## config.mk

```make
export PLATFORM = sky130hd
export DESIGN_NAME = signed_pair_distance_loss_unit_flat
export DESIGN_NICKNAME = d
export VERILOG_FILES = /design/src/sv/spdl_pkg.sv /design/src/sv/spdl_if.sv /design/src/sv/spdl_cfg.sv /design/src/sv/spdl_elem.sv /design/src/sv/spdl_loss.sv /design/src/sv/signed_pair_distance_loss_unit.sv /design/src/flat_wrapper.sv
export SDC_FILE = /design/constraint.sdc
export NUM_CORES = 2
export LEC_CHECK = 0
export BUFFER_PORTS_ARGS = -buffer_cell sky130_fd_sc_hd__clkbuf_2
export CAP_MARGIN = 10
export CORE_AREA = 4 4 271 405
export CTS_BUF_LIST = sky130_fd_sc_hd__clkbuf_4
export DETAILED_ROUTE_END_ITERATION = 7
export DIE_AREA = 0 0 275 409
export HOLD_SLACK_MARGIN = 0.02
export PLACE_DENSITY = 0.87
export SETUP_SLACK_MARGIN = 0.1
export SYNTH_ARGS = -nofsm -noshare
export SYNTH_HDL_FRONTEND = slang
export SYNTH_SLANG_ARGS = --single-unit
```

## constraint.sdc

```tcl
create_clock -name clk_i -period 19.65 [get_ports clk_i]
set_input_delay 1.965 -clock clk_i [delete_from_list [all_inputs] [get_ports clk_i]]
set_output_delay 1.965 -clock clk_i [all_outputs]
set_load 0.01 [all_outputs]
```

## src/sv/spdl_pkg.sv

```systemverilog
// Shared types, constants and register codes of the signed pair distance loss unit.
// Used by the channel interfaces and every module of the block; depends on nothing.
`timescale 1ns / 1ps
`default_nettype none

package spdl_pkg;

  // Field types
  typedef logic signed [15:0] feat_t;   // Q4.12 feature element
  typedef logic        [15:0] label_t;  // class label
  typedef logic        [15:0] rate_t;   // unsigned Q4.12 weight
  typedef logic signed [47:0] q24_t;    // signed Q.24 loss, bias, threshold
  typedef logic        [46:0] sum_t;    // unsigned Q.24 running square sum
  typedef logic signed [21:0] sd_t;     // signed Q.12 scaled difference
  typedef logic        [1:0]  cfg_idx_t;
  typedef logic        [47:0] cfg_data_t;

  // Register indexes on the configuration channel
  typedef enum logic [1:0] {
    REG_LEARN_RATE     = 2'd0,
    REG_LOSS_OFFSET    = 2'd1,
    REG_LOSS_THRESHOLD = 2'd2
  } reg_idx_e;

  localparam rate_t RATE_RESET = 16'd4096;          // 1.0 in Q4.12
  localparam sum_t  SUM_MAX    = 47'h7FFF_FFFF_FFFF;
  localparam q24_t  LOSS_MAX   = 48'sh7FFF_FFFF_FFFF;
  localparam q24_t  LOSS_MIN   = 48'sh8000_0000_0000;

  // Configuration register file contents
  typedef struct packed {
    rate_t rate;
    q24_t  offset;
    q24_t  thresh;
  } cfg_t;

  // Element stage result handed to the loss pipeline
  typedef struct packed {
    sd_t  sd;       // scaled difference of this element
    logic last;     // last element of the pair
    logic same;     // labels match
    sum_t fin_sum;  // square sum including this element
  } elem_res_t;

endpackage

`default_nettype wire

```

## src/sv/spdl_if.sv

```systemverilog
// Valid/ready channel interfaces: input element, result and configuration write.
// Depends on spdl_pkg for the field types.
`timescale 1ns / 1ps
`default_nettype none

interface spdl_in_if import spdl_pkg::*; ();
  logic   valid;
  logic   ready;
  feat_t  feat_x;
  feat_t  feat_y;
  label_t label_x;
  label_t label_y;
  logic   last;

  modport source (output valid, feat_x, feat_y, label_x, label_y, last, input ready);
  modport sink   (input valid, feat_x, feat_y, label_x, label_y, last, output ready);
endinterface

interface spdl_out_if import spdl_pkg::*; ();
  logic valid;
  logic ready;
  sd_t  scaled_diff;
  q24_t loss;
  logic above_thresh;
  logic done_res;

  modport source (output valid, scaled_diff, loss, above_thresh, done_res, input ready);
  modport sink   (input valid, scaled_diff, loss, above_thresh, done_res, output ready);
endinterface

interface spdl_cfg_if import spdl_pkg::*; ();
  logic      valid;
  logic      ready;
  cfg_idx_t  index;
  cfg_data_t data;

  modport source (output valid, index, data, input ready);
  modport sink   (input valid, index, data, output ready);
endinterface

`default_nettype wire

```

## src/sv/spdl_cfg.sv

```systemverilog
// Configuration register file: learn rate, loss offset and loss threshold.
// Depends on spdl_pkg for cfg_t and the register index codes.
`timescale 1ns / 1ps
`default_nettype none

module spdl_cfg import spdl_pkg::*; (
  input  logic      clk_i,
  input  logic      rst_ni,
  input  logic      wr_valid_i,
  output logic      wr_ready_o,
  input  cfg_idx_t  wr_index_i,
  input  cfg_data_t wr_data_i,
  output cfg_t      cfg_o
);

  cfg_t cfg_q;

  // Writes always complete; unknown indexes are dropped
  assign wr_ready_o = 1'b1;
  assign cfg_o      = cfg_q;

  always_ff @(posedge clk_i or negedge rst_ni) begin
    if (!rst_ni) begin
      cfg_q.rate   <= RATE_RESET;
      cfg_q.offset <= '0;
      cfg_q.thresh <= '0;
    end else if (wr_valid_i) begin
      case (reg_idx_e'(wr_index_i))
        REG_LEARN_RATE:     cfg_q.rate   <= wr_data_i[15:0];
        REG_LOSS_OFFSET:    cfg_q.offset <= q24_t'(wr_data_i);
        REG_LOSS_THRESHOLD: cfg_q.thresh <= q24_t'(wr_data_i);
        default: ;
      endcase
    end
  end

endmodule

`default_nettype wire

```

## src/sv/spdl_elem.sv

```systemverilog
// Element pipeline: input register, difference and products, then rounding and the
// saturating square-sum accumulator. Depends on spdl_pkg.
`timescale 1ns / 1ps
`default_nettype none

module spdl_elem import spdl_pkg::*; (
  input  logic      clk_i,
  input  logic      rst_ni,
  input  logic      in_valid_i,
  output logic      in_ready_o,
  input  feat_t     feat_x_i,
  input  feat_t     feat_y_i,
  input  label_t    label_x_i,
  input  label_t    label_y_i,
  input  logic      last_i,
  input  rate_t     rate_i,
  output logic      res_valid_o,
  input  logic      res_ready_i,
  output elem_res_t res_o
);

  logic en1, en2, en3;

  // Stage 1: input register
  logic   v1_q;
  feat_t  x1_q, y1_q;
  label_t lx1_q, ly1_q;
  logic   last1_q;

  // Stage 2: magnitude products
  logic        v2_q;
  logic [31:0] prod2_q, prod2_d;
  logic [31:0] sq2_q, sq2_d;
  logic        neg2_q, neg2_d;
  logic        same2_q, same2_d;
  logic        last2_q;

  // Stage 3: rounded difference and accumulator
  logic      v3_q;
  elem_res_t res3_q, res3_d;
  sum_t      sum_q, sum_d;

  // Pipeline advance: a stage moves when empty or when its successor moves
  assign en3        = !v3_q || res_ready_i;
  assign en2        = !v2_q || en3;
  assign en1        = !v1_q || en2;
  assign in_ready_o = en1;

  always_ff @(posedge clk_i or negedge rst_ni) begin
    if (!rst_ni) begin
      v1_q <= 1'b0;
      v2_q <= 1'b0;
      v3_q <= 1'b0;
    end else begin
      if (en1) v1_q <= in_valid_i;
      if (en2) v2_q <= v1_q;
      if (en3) v3_q <= v2_q;
    end
  end

  always_ff @(posedge clk_i) begin
    if (en1 && in_valid_i) begin
      x1_q    <= feat_x_i;
      y1_q    <= feat_y_i;
      lx1_q   <= label_x_i;
      ly1_q   <= label_y_i;
      last1_q <= last_i;
    end
  end

  // Difference magnitude, sign of the scaled result, two 16x16 products
  logic signed [16:0] diff;
  logic        [16:0] diff_neg;
  logic        [15:0] dmag;

  always_comb begin
    diff     = {x1_q[15], x1_q} - {y1_q[15], y1_q};
    diff_neg = 17'd0 - diff;
    dmag     = diff[16] ? diff_neg[15:0] : diff[15:0];
    same2_d  = (lx1_q == ly1_q);
    neg2_d   = diff[16] ^ !same2_d;
    prod2_d  = 32'(dmag) * 32'(rate_i);
    sq2_d    = 32'(dmag) * 32'(dmag);
  end

  always_ff @(posedge clk_i) begin
    if (en2 && v1_q) begin
      prod2_q <= prod2_d;
      sq2_q   <= sq2_d;
      neg2_q  <= neg2_d;
      same2_q <= same2_d;
      last2_q <= last1_q;
    end
  end

  // Round Q8.24 product to Q.12 (ties away from zero); saturating square sum
  logic [32:0] rnd;
  logic [21:0] smag_ext;
  logic [47:0] acc;
  sum_t        sum_sat;

  always_comb begin
    rnd            = {1'b0, prod2_q} + 33'd2048;
    smag_ext       = {1'b0, rnd[32:12]};
    acc            = {1'b0, sum_q} + {16'd0, sq2_q};
    sum_sat        = acc[47] ? SUM_MAX : acc[46:0];
    res3_d.sd      = neg2_q ? sd_t'(22'd0 - smag_ext) : sd_t'(smag_ext);
    res3_d.last    = last2_q;
    res3_d.same    = same2_q;
    res3_d.fin_sum = sum_sat;
    sum_d          = last2_q ? '0 : sum_sat;
  end

  always_ff @(posedge clk_i or negedge rst_ni) begin
    if (!rst_ni) begin
      sum_q <= '0;
    end else if (en3 && v2_q) begin
      sum_q <= sum_d;
    end
  end

  always_ff @(posedge clk_i) begin
    if (en3 && v2_q) res3_q <= res3_d;
  end

  assign res_valid_o = v3_q;
  assign res_o       = res3_q;

  // Checks
  a_sum_clear: assert property (@(posedge clk_i) disable iff (!rst_ni)
    (en3 && v2_q && last2_q) |=> (sum_q == '0))
    else $error("square sum not cleared after last element");

  a_full_stall: assert property (@(posedge clk_i) disable iff (!rst_ni)
    !in_ready_o |-> (v1_q && v2_q && v3_q && !res_ready_i))
    else $error("input stalled while element pipeline has a bubble");

endmodule

`default_nettype wire

```

## src/sv/spdl_loss.sv

```systemverilog
// Loss pipeline: weighted sum, bias subtract, rounding with saturation, threshold
// compare into the output register. Depends on spdl_pkg.
`timescale 1ns / 1ps
`default_nettype none

module spdl_loss import spdl_pkg::*; (
  input  logic      clk_i,
  input  logic      rst_ni,
  input  cfg_t      cfg_i,
  input  logic      up_valid_i,
  output logic      up_ready_o,
  input  elem_res_t up_i,
  output logic      out_valid_o,
  input  logic      out_ready_i,
  output sd_t       scaled_diff_o,
  output q24_t      loss_o,
  output logic      above_o,
  output logic      done_o
);

  logic en4, en5, en6, en7;
  logic v4_q, v5_q, v6_q, v7_q;

  // Per-stage payload
  logic [62:0] w4_q;
  sd_t         sd4_q, sd5_q, sd6_q, sd7_q;
  logic        last4_q, last5_q, last6_q, last7_q;
  logic        same4_q;
  logic [63:0] mag5_q, mag5_d;
  logic        neg5_q, neg5_d;
  q24_t        loss6_q, loss6_d;
  q24_t        loss7_q;
  logic        above7_q, above7_d;

  assign en7        = !v7_q || out_ready_i;
  assign en6        = !v6_q || en7;
  assign en5        = !v5_q || en6;
  assign en4        = !v4_q || en5;
  assign up_ready_o = en4;

  always_ff @(posedge clk_i or negedge rst_ni) begin
    if (!rst_ni) begin
      v4_q <= 1'b0;
      v5_q <= 1'b0;
      v6_q <= 1'b0;
      v7_q <= 1'b0;
    end else begin
      if (en4) v4_q <= up_valid_i;
      if (en5) v5_q <= v4_q;
      if (en6) v6_q <= v5_q;
      if (en7) v7_q <= v6_q;
    end
  end

  // Stage 4: rate * square sum, exact Q.36 (16 x 47 bits)
  always_ff @(posedge clk_i) begin
    if (en4 && up_valid_i) begin
      w4_q    <= 63'(up_i.fin_sum) * 63'(cfg_i.rate);
      sd4_q   <= up_i.sd;
      last4_q <= up_i.last;
      same4_q <= up_i.same;
    end
  end

  // Stage 5: subtract bias in Q.36, split into sign and magnitude
  logic [64:0] w_ext, b_ext, diff, diff_neg;

  always_comb begin
    w_ext    = {2'b00, w4_q};
    b_ext    = {{5{cfg_i.offset[47]}}, cfg_i.offset, 12'd0};
    diff     = w_ext - b_ext;
    diff_neg = b_ext - w_ext;
    mag5_d   = diff[64] ? diff_neg[63:0] : diff[63:0];
    neg5_d   = diff[64] ^ !same4_q;
  end

  always_ff @(posedge clk_i) begin
    if (en5 && v4_q) begin
      mag5_q  <= mag5_d;
      neg5_q  <= neg5_d;
      sd5_q   <= sd4_q;
      last5_q <= last4_q;
    end
  end

  // Stage 6: halve and drop to Q.24 (ties away from zero), apply sign, saturate
  logic [64:0] rq;
  logic [51:0] q;
  logic        qneg;

  always_comb begin
    rq   = {1'b0, mag5_q} + 65'd4096;
    q    = rq[64:13];
    qneg = neg5_q && (q != '0);
    if (!last5_q) begin
      loss6_d = '0;
    end else if (qneg) begin
      loss6_d = (q > 52'h8000_0000_0000) ? LOSS_MIN : q24_t'(48'd0 - q[47:0]);
    end else begin
      loss6_d = (q > 52'h7FFF_FFFF_FFFF) ? LOSS_MAX : q24_t'(q[47:0]);
    end
  end

  always_ff @(posedge clk_i) begin
    if (en6 && v5_q) begin
      loss6_q <= loss6_d;
      sd6_q   <= sd5_q;
      last6_q <= last5_q;
    end
  end

  // Stage 7: threshold compare into the output register
  assign above7_d = last6_q && (loss6_q >= cfg_i.thresh);

  always_ff @(posedge clk_i) begin
    if (en7 && v6_q) begin
      loss7_q  <= loss6_q;
      above7_q <= above7_d;
      sd7_q    <= sd6_q;
      last7_q  <= last6_q;
    end
  end

  assign out_valid_o   = v7_q;
  assign scaled_diff_o = sd7_q;
  assign loss_o        = loss7_q;
  assign above_o       = above7_q;
  assign done_o        = last7_q;

  // Checks
  a_idle_fields: assert property (@(posedge clk_i) disable iff (!rst_ni)
    (v7_q && !last7_q) |-> (loss7_q == '0 && !above7_q))
    else $error("loss fields set on a result that is not the last");

  a_full_stall: assert property (@(posedge clk_i) disable iff (!rst_ni)
    !up_ready_o |-> (v4_q && v5_q && v6_q && v7_q && !out_ready_i))
    else $error("loss pipeline stalled with a bubble");

  a_take: assert property (@(posedge clk_i) disable iff (!rst_ni)
    (up_valid_i && up_ready_o) |=> v4_q)
    else $error("accepted element result lost in stage 4");

endmodule

`default_nettype wire

```

## src/sv/signed_pair_distance_loss_unit.sv

```systemverilog
// Signed pair distance loss unit: one element pair in, one result out per transaction.
// Channels: in_i (feat_x, feat_y, label_x, label_y, last), out_o results
// (scaled_diff, loss, above_thresh, done_res) and cfg_i register writes
// (index 0 learn_rate, 1 loss_offset, 2 loss_threshold; other indexes ignored).
// Throughput: one item per cycle while out_o is ready. The square-sum accumulator
// is a single add-and-saturate in one stage; both element products share a stage
// and the weighting multiply has one of its own. The item passes seven registers
// (input register, products, accumulate, weighting multiply, bias subtract,
// round/saturate, threshold compare and output register) on its way to out_o.
// Every item gives one result; loss and above_thresh are zero unless done_res is set,
// and the square sum is cleared after each last item.
// Stall: each stage advances when it is empty or its successor advances, so the
// unit keeps taking items until all seven stages hold data while out_o is stalled.
// Reset: rst_ni is asynchronous, active low; it empties the pipeline, clears the
// square sum and loads learn_rate 1.0, loss_offset 0 and loss_threshold 0.
// Configuration writes are always taken (cfg_i.ready stays high) and should be
// issued only while the unit is idle. Depends on spdl_pkg, spdl_if, spdl_cfg,
// spdl_elem and spdl_loss.
`timescale 1ns / 1ps
`default_nettype none

module signed_pair_distance_loss_unit import spdl_pkg::*; (
  input logic        clk_i,
  input logic        rst_ni,
  spdl_in_if.sink    in_i,
  spdl_cfg_if.sink   cfg_i,
  spdl_out_if.source out_o
);

  cfg_t      cfg;
  logic      elem_valid;
  logic      elem_ready;
  elem_res_t elem_res;

  // Register file
  spdl_cfg u_cfg (
    .clk_i      (clk_i),
    .rst_ni     (rst_ni),
    .wr_valid_i (cfg_i.valid),
    .wr_ready_o (cfg_i.ready),
    .wr_index_i (cfg_i.index),
    .wr_data_i  (cfg_i.data),
    .cfg_o      (cfg)
  );

  // Per-element stages and accumulator
  spdl_elem u_elem (
    .clk_i       (clk_i),
    .rst_ni      (rst_ni),
    .in_valid_i  (in_i.valid),
    .in_ready_o  (in_i.ready),
    .feat_x_i    (in_i.feat_x),
    .feat_y_i    (in_i.feat_y),
    .label_x_i   (in_i.label_x),
    .label_y_i   (in_i.label_y),
    .last_i      (in_i.last),
    .rate_i      (cfg.rate),
    .res_valid_o (elem_valid),
    .res_ready_i (elem_ready),
    .res_o       (elem_res)
  );

  // Loss stages and output register
  spdl_loss u_loss (
    .clk_i         (clk_i),
    .rst_ni        (rst_ni),
    .cfg_i         (cfg),
    .up_valid_i    (elem_valid),
    .up_ready_o    (elem_ready),
    .up_i          (elem_res),
    .out_valid_o   (out_o.valid),
    .out_ready_i   (out_o.ready),
    .scaled_diff_o (out_o.scaled_diff),
    .loss_o        (out_o.loss),
    .above_o       (out_o.above_thresh),
    .done_o        (out_o.done_res)
  );

endmodule

`default_nettype wire
```

## src/flat_wrapper.sv

```systemverilog
// flat-port wrapper written by rule: the top's interface ports become plain ports
module signed_pair_distance_loss_unit_flat import spdl_pkg::*;
  (clk_i, rst_ni, in_i_valid, in_i_feat_x, in_i_feat_y, in_i_label_x, in_i_label_y, in_i_last, in_i_ready, cfg_i_valid, cfg_i_index, cfg_i_data, cfg_i_ready, out_o_valid, out_o_scaled_diff, out_o_loss, out_o_above_thresh, out_o_done_res, out_o_ready);
  spdl_in_if in_i_i ();
  spdl_cfg_if cfg_i_i ();
  spdl_out_if out_o_i ();
  input logic clk_i;
  input logic rst_ni;
  input wire logic [$bits(in_i_i.valid)-1:0] in_i_valid;
  input wire logic [$bits(in_i_i.feat_x)-1:0] in_i_feat_x;
  input wire logic [$bits(in_i_i.feat_y)-1:0] in_i_feat_y;
  input wire logic [$bits(in_i_i.label_x)-1:0] in_i_label_x;
  input wire logic [$bits(in_i_i.label_y)-1:0] in_i_label_y;
  input wire logic [$bits(in_i_i.last)-1:0] in_i_last;
  output wire logic [$bits(in_i_i.ready)-1:0] in_i_ready;
  input wire logic [$bits(cfg_i_i.valid)-1:0] cfg_i_valid;
  input wire logic [$bits(cfg_i_i.index)-1:0] cfg_i_index;
  input wire logic [$bits(cfg_i_i.data)-1:0] cfg_i_data;
  output wire logic [$bits(cfg_i_i.ready)-1:0] cfg_i_ready;
  output wire logic [$bits(out_o_i.valid)-1:0] out_o_valid;
  output wire logic [$bits(out_o_i.scaled_diff)-1:0] out_o_scaled_diff;
  output wire logic [$bits(out_o_i.loss)-1:0] out_o_loss;
  output wire logic [$bits(out_o_i.above_thresh)-1:0] out_o_above_thresh;
  output wire logic [$bits(out_o_i.done_res)-1:0] out_o_done_res;
  input wire logic [$bits(out_o_i.ready)-1:0] out_o_ready;
  assign in_i_i.valid = in_i_valid;
  assign in_i_i.feat_x = in_i_feat_x;
  assign in_i_i.feat_y = in_i_feat_y;
  assign in_i_i.label_x = in_i_label_x;
  assign in_i_i.label_y = in_i_label_y;
  assign in_i_i.last = in_i_last;
  assign in_i_ready = in_i_i.ready;
  assign cfg_i_i.valid = cfg_i_valid;
  assign cfg_i_i.index = cfg_i_index;
  assign cfg_i_i.data = cfg_i_data;
  assign cfg_i_ready = cfg_i_i.ready;
  assign out_o_valid = out_o_i.valid;
  assign out_o_scaled_diff = out_o_i.scaled_diff;
  assign out_o_loss = out_o_i.loss;
  assign out_o_above_thresh = out_o_i.above_thresh;
  assign out_o_done_res = out_o_i.done_res;
  assign out_o_i.ready = out_o_ready;
  signed_pair_distance_loss_unit u_core (.clk_i(clk_i), .rst_ni(rst_ni), .in_i(in_i_i), .cfg_i(cfg_i_i), .out_o(out_o_i));
endmodule
```

# After elaboration in Yosys (flattened, before gate mapping)
# Index checks and enable logic that the tools add are counted.
totals:
  regBits: 687
  inputBits: 120
  out_inout_bits: 75
  elab_cells: 99
op_classes:
  add_sub_neg: 9
  n_eq_ne: 3
  n_bitwise: 2
  multipliers: 3
  reduce_logical: 30
  muxes: 8
  order_cmp: 3
ops:
  columns: ["cell", "count"]
  rows:
  - ["two-way mux 48 bit", 3]
  - ["two-way mux 47 bit", 2]
  - ["adder 64 x 13 -> 65 bit, second input constant", 1]
  - ["subtractor 64 x 60 -> 65 bit", 1]
  - ["multiplier 16 x 16 -> 32 bit", 2]
  - ["two-way mux 64 bit", 1]
  - ["subtractor 60 x 64 -> 64 bit", 1]
  - ["multiplier 47 x 16 -> 63 bit", 1]
  - ["> comparator 52 x 47 -> 1 bit, second input constant", 1]
  - ["> comparator 52 x 48 -> 1 bit, second input constant", 1]
  - ["nonzero test 52 bit", 1]
  - ["adder 47 x 32 -> 48 bit", 1]
  - [">= comparator 48 bit", 1]
  - ["subtractor 1 x 48 -> 48 bit, first input constant", 1]
  - ["adder 32 x 12 -> 33 bit, second input constant", 1]
  - ["subtractor 1 x 21 -> 22 bit, first input constant", 1]
  - ["two-way mux 21 bit", 1]
  - ["subtractor 16 x 16 -> 17 bit", 1]
  - ["equality test 16 bit", 1]
  - ["two-way mux 16 bit", 1]
  - ["subtractor 1 x 16 -> 16 bit, first input constant", 1]
  - ["logical AND 1 bit", 9]
  - ["logical NOT 1 bit", 9]
  - ["logical OR 1 bit", 7]
  - ["other kinds (5)", 8]

# Longest topological paths before layout
depth:
  depth_word: 9
  mapped_depth: 40

# Hierarchy
# A second synthesis with hierarchy kept.
hier_totals:
  hier_cells: 8008
  area_unflattened_um2: 76425.8
by_module_without_submodules:
  columns: ["mod", "cells_per_inst", "n_inst", "seq_area_each_um2", "area_per_inst_um2"]
  rows:
  - ["spdl_loss", 4919, 1, 9288.9, 44361.3]
  - ["spdl_elem", 2849, 1, 6986.7, 27866.7]
  - ["spdl_cfg", 240, 1, 2803.9, 4197.8]

# Worst setup path before layout
# OpenSTA, ideal clock, no wires.
synth_path:
  path_type: "register to register"
  startpoint: "register u_core.u_elem.x1_q[4]"
  endpoint: "register u_core.u_elem.sq2_q[25] (data pin)"
  n_path_buf: 3
  setup_ns: 0.195
  setup_slack_ns: 10.239
  path_stages_with_launch: 35
  arrival_ns: 9.216
  cell_sequence: "edfxtp_1 ha_1 clkbuf_1 a21o_1 a21oi_1 nand3_1 and4_1 a311o_1 a21oi_1 nand2b_1 buf_1 nand2_1 xnor2_1 clkbuf_1 nand2_1 fa_1 fa_1 inv_1 fa_1 fa_1 fa_1 inv_1 fa_1 inv_1 ha_1 a21o_1 a21oi_1 nor2_1 a221oi_1 o21ai_0 a21oi_1 nor2b_1 o41ai_1 or4b_2 o311ai_0"
synth_between:
  elab_chain_cells: 4
synth_rtl:
  columns: ["element", "line_no", "rtl"]
  rows:
  - ["start: declaration", "spdl_elem.sv:26", "feat_t x1_q, y1_q;"]
  - ["start signal: assignment", "spdl_elem.sv:63", "x1_q <= feat_x_i;"]
  - ["subtractor 16 x 16 -> 17 bit *", "spdl_elem.sv:77", "diff = {x1_q[15], x1_q} - {y1_q[15], y1_q};"]
  - ["subtractor 1 x 16 -> 16 bit", "spdl_elem.sv:78", "diff_neg = 17'd0 - diff;"]
  - ["two-way mux 16 bit *", "spdl_elem.sv:79", "dmag = diff[16] ? diff_neg[15:0] : diff[15:0];"]
  - ["multiplier 16 x 16 -> 32 bit *", "spdl_elem.sv:83", "sq2_d = 32'(dmag) * 32'(dmag);"]
  - ["named net u_core.u_elem.sq2_d[25]", "spdl_elem.sv:33", "logic [31:0] sq2_q, sq2_d;"]
  - ["end signal: assignment", "spdl_elem.sv:89", "sq2_q <= sq2_d;"]
  - ["end: declaration", "spdl_elem.sv:33", null]
# The timed path passes the listed nets; every way through them passes the cells marked *.
# A chain may end at the register's enable or synchronous reset.

# Worst setup path in the final report
layout_path:
  startpoint: "register u_core.u_elem.x1_q[0]"
  endpoint: "register u_core.u_elem.sq2_q[25] (data pin)"
# Same word-level chain as after synthesis.

==> impl_metrics.csv <==
group,metric,value,unit
run_status,outcome,"complete, but fails checks",
run_status,violations,"DRC",
global_routing,grt_max_degree,66,
clock_tree,worstSkewPairLatency,1.22,ns
global_routing,grt-ovfl-total,0,
worst_setup_path,endpoint_kind,"flip-flop",
synthesis,syn_area,0.0739,mm2
clock_tree,clock-sinks,663,
worst_setup_path,crit_slowest_cell,"inv_1",
worst_setup_path,worst_path_dominant_cell_family,"adder cells",
clock_tree,clkTransAtPathRegs,0.07,ns
die,core,0.106,mm2
routing,drc_errors,2,
synthesis,synth_seq_cells,663,
synthesis,synth-seq-area-share,0.258,
clock_tree,clock_path_buffers,3,
global_routing,grt_pass1_wl,304000,um
global_routing,grt_pass1_vias,60700,
routing,routed_wl,187000,um
clock_tree,cts_root_buf,"clkbuf_4",
synthesis,ys.flop_type,"edfxtp_1",
clock_tree,htree_levels,4,
routing,vias_per_cell,6.07,
timing,finalMaxSlewViolations,0,
timing,rsz0062_at_grt,"no",
min_path,hold_path.class,"flip-flop to flip-flop",
timing,maxSlewHeadroom,0.187,
timing,fin_setup_tns,0,ns
final_layout,syn_to_final_growth,5.66,%
clock_tree,ctsResizeCount,0,
routing,vias,55600,
worst_setup_path,crit_buf_inv,7,
timing,tightest_slew,1.22,ns
clock_tree,hold_buffers,0,
worst_setup_path,worstSetupPathType,"flip-flop to flip-flop",
timing,postLayoutSetupSlackWorst,8.68,ns
synthesis,syn_nets,9194,
final_layout,fin_nets,9260,
worst_setup_path,path_max_fanout,27,
die,start_util,0.698,
timing,final-setup-viol-count,0,
clock_tree,cts_setup_buffers,0,
timing,fmax,91.1,MHz
synthesis,syn_area_per_cell,9.79,um2
routing,wl_per_cell,20.4,um
die,dieArea,0.112,mm2
clock_tree,tritoncts,"done",
synthesis,synth-edff-count,497,
die,ios,195,
placement,dp_hpwl,142000,um
worst_setup_path,worst_path_largest_cell_delay,0.67,ns
worst_setup_path,arrival,11.89,ns
timing,finalCritPeriodShare,0.558,
placement,gp_congestion,0.990,
job,cap_violations,0,
routing,antenna_left,0,
placement,dp_slack,8.84,ns
global_routing,antenna_found_initial,3,
synthesis,syn_inst,7553,
routing,firstDrtPassIters,8,
synthesis,yosys_warnings,0,
timing,finClkSkew,0.0889,ns
global_routing,grt_use_total,0.342,
worst_setup_path,cp.required,20.56,ns
routing,first_iter_violations,4252,
placement,port_buffers,193,
die,die_y,409,um
timing,hold_viol,0,
synthesis,synth.distinct_cells,95,
synthesis,synth-async-reset-ratio,0.250,
timing,fin_crit,10.97,ns
die,chipWidth,275,um
die,core.rowCount,146,
final_layout,drive_gt1_frac,0.0934,
worst_setup_path,start_kind,"flip-flop",
clock_tree,cts-buffers-inserted,155,
-- cells in the final DEF, fill, tap and decap left out, types with 16 or more instances in the layout --
cell	n
a211oi_1	36
a21o_1	174
a21oi_1	312
a22o_1	33
a31oi_1	58
and2_1	392
and3_1	60
buf_4	63
clkbuf_2	192
clkbuf_4	233
clkinv_1	30
dfrtp_1	152
edfxtp_1	497
fa_1	985
ha_1	536
inv_1	1279
mux2_2	120
mux2i_1	21
nand2_1	965
nand2b_1	42
nand3_1	119
nand4_1	72
nor2_1	239
nor2b_1	57
nor3_1	59
nor4_1	21
o211ai_1	28
o21a_1	54
o21ai_0	181
o21bai_1	53
o221ai_1	16
o31ai_1	26
or2_2	19
or3_1	23
xnor2_1	212
xor2_1	132
-- final timing paths --
check                                     endpoint                     from  slack (ns)  cells after the start
max                        u_core.u_elem.sq2_q[25]    u_core.u_elem.x1_q[0]        8.68                     36
min                         u_core.u_loss.sd4_q[4]  u_core.u_elem.res_o[53]        0.40                      0
max reg2reg                u_core.u_elem.sq2_q[25]    u_core.u_elem.x1_q[0]        8.68                     36
min reg2reg                 u_core.u_loss.sd4_q[4]  u_core.u_elem.res_o[53]        0.40                      0
max in group asynchronous  u_core.u_cfg.cfg_o[100]                   rst_ni       17.50                      2
min in group asynchronous   u_core.u_cfg.cfg_o[44]                   rst_ni        0.77                      1
-- synth_stat cells (174+ instances only) --
cell type	n	area, um2
xnor2_1	219	1920
edfxtp_1	497	14900
and2_1	395	2470
fa_1	985	19700
o21ai_0	182	911
ha_1	536	6710
nor2_1	240	901
clkbuf_1	328	1230
a21o_1	174	1310
nand2_1	965	3620
a21oi_1	312	1560
inv_1	1279	4800
-- routing by layer --
| layer | vias to the layer above | wire length, um | track usage |
|---|---|---|---|
| li1 | 24700 | - | - |
| met1 | 27100 | 64000 | 0.380 |
| met2 | 2788 | 94000 | 0.595 |
| met3 | 967 | 15300 | 0.0724 |
| met4 | 2 | 13700 | 0.215 |
| met5 | - | 14 | 0 |
-- cells by family (layout without fill, tap and decap cells) --
| family | Yosys count | after routing | synth area share |
|---|---|---|---|
| adders and majority gates | 1521 | 1521 | 0.357 |
| other | 1 | 7 | 0.0000507 |
| muxes | 143 | 143 | 0.0215 |
| DFF | 663 | 663 | 0.258 |
| AOI/OAI and AO/OA | 1106 | 1106 | 0.0981 |
| buffers and inverters | 1630 | 1827 | 0.0832 |
| and+or+nand+nor | 2136 | 2136 | 0.140 |
| xor gates and xnor gates | 353 | 353 | 0.0418 |
-- flip-flops by register name, summed over array words and instances, names as in the netlist, 16 cells and up --
register                     flops
u_core.u_elem.lx1_q             16
u_core.u_loss.w4_q              63
u_core.u_elem.res_o             71
u_core.u_elem.sq2_q             31
u_core.u_loss.loss_o            48
u_core.u_cfg.cfg_o             112
u_core.u_loss.sd5_q             22
u_core.u_elem.y1_q              16
u_core.u_loss.mag5_q            52
u_core.u_elem.x1_q              16
u_core.u_loss.loss6_q           48
u_core.u_elem.prod2_q           21
u_core.u_elem.ly1_q             16
u_core.u_loss.sd6_q             22
u_core.u_elem.sum_q             47
u_core.u_loss.scaled_diff_o     22
u_core.u_loss.sd4_q             22
-- final cells by class --
class,count,area [um2]
Sequential cell,663,19100
Antenna cell,6,15.0
Multi-Input combinational cell,5260,48800
Clock buffer,233,1750
Tap cell,1406,1760
Clock inverter,55,407
Timing Repair Buffer,256,1450
Inverter,1283,4820
Fill cell,7180,27800
-- stage by stage --
step           instances  utilization  instance area, um2  hold WS, ns
2_1_floorplan       7553            -               73900        0.400
3_5_place_dp        8868        0.717               75900        0.405
5_1_grt             9160        0.737               78100        0.411
3_3_place_gp        8868        0.717               75900        0.402
6_report            9162        0.737               78100        0.402
4_1_cts             9156        0.737               78100        0.390
-- worst register-to-register path, delay by kind of cell (launching register included) --
| family | cells | cell delay (ns) |
|---|---|---|
| xor gates and xnor gates | 1 | 0.50 |
| DFF | 1 | 0.33 |
| AOI/OAI and AO/OA | 11 | 2.95 |
| adders and majority gates | 9 | 4.07 |
| buffers and inverters | 7 | 1.02 |
| and+or+nand+nor | 8 | 1.85 |
Power is left out: the tool's default activity adds up to more than one toggle a clock period on the data nets, which glitch-free logic cannot reach.
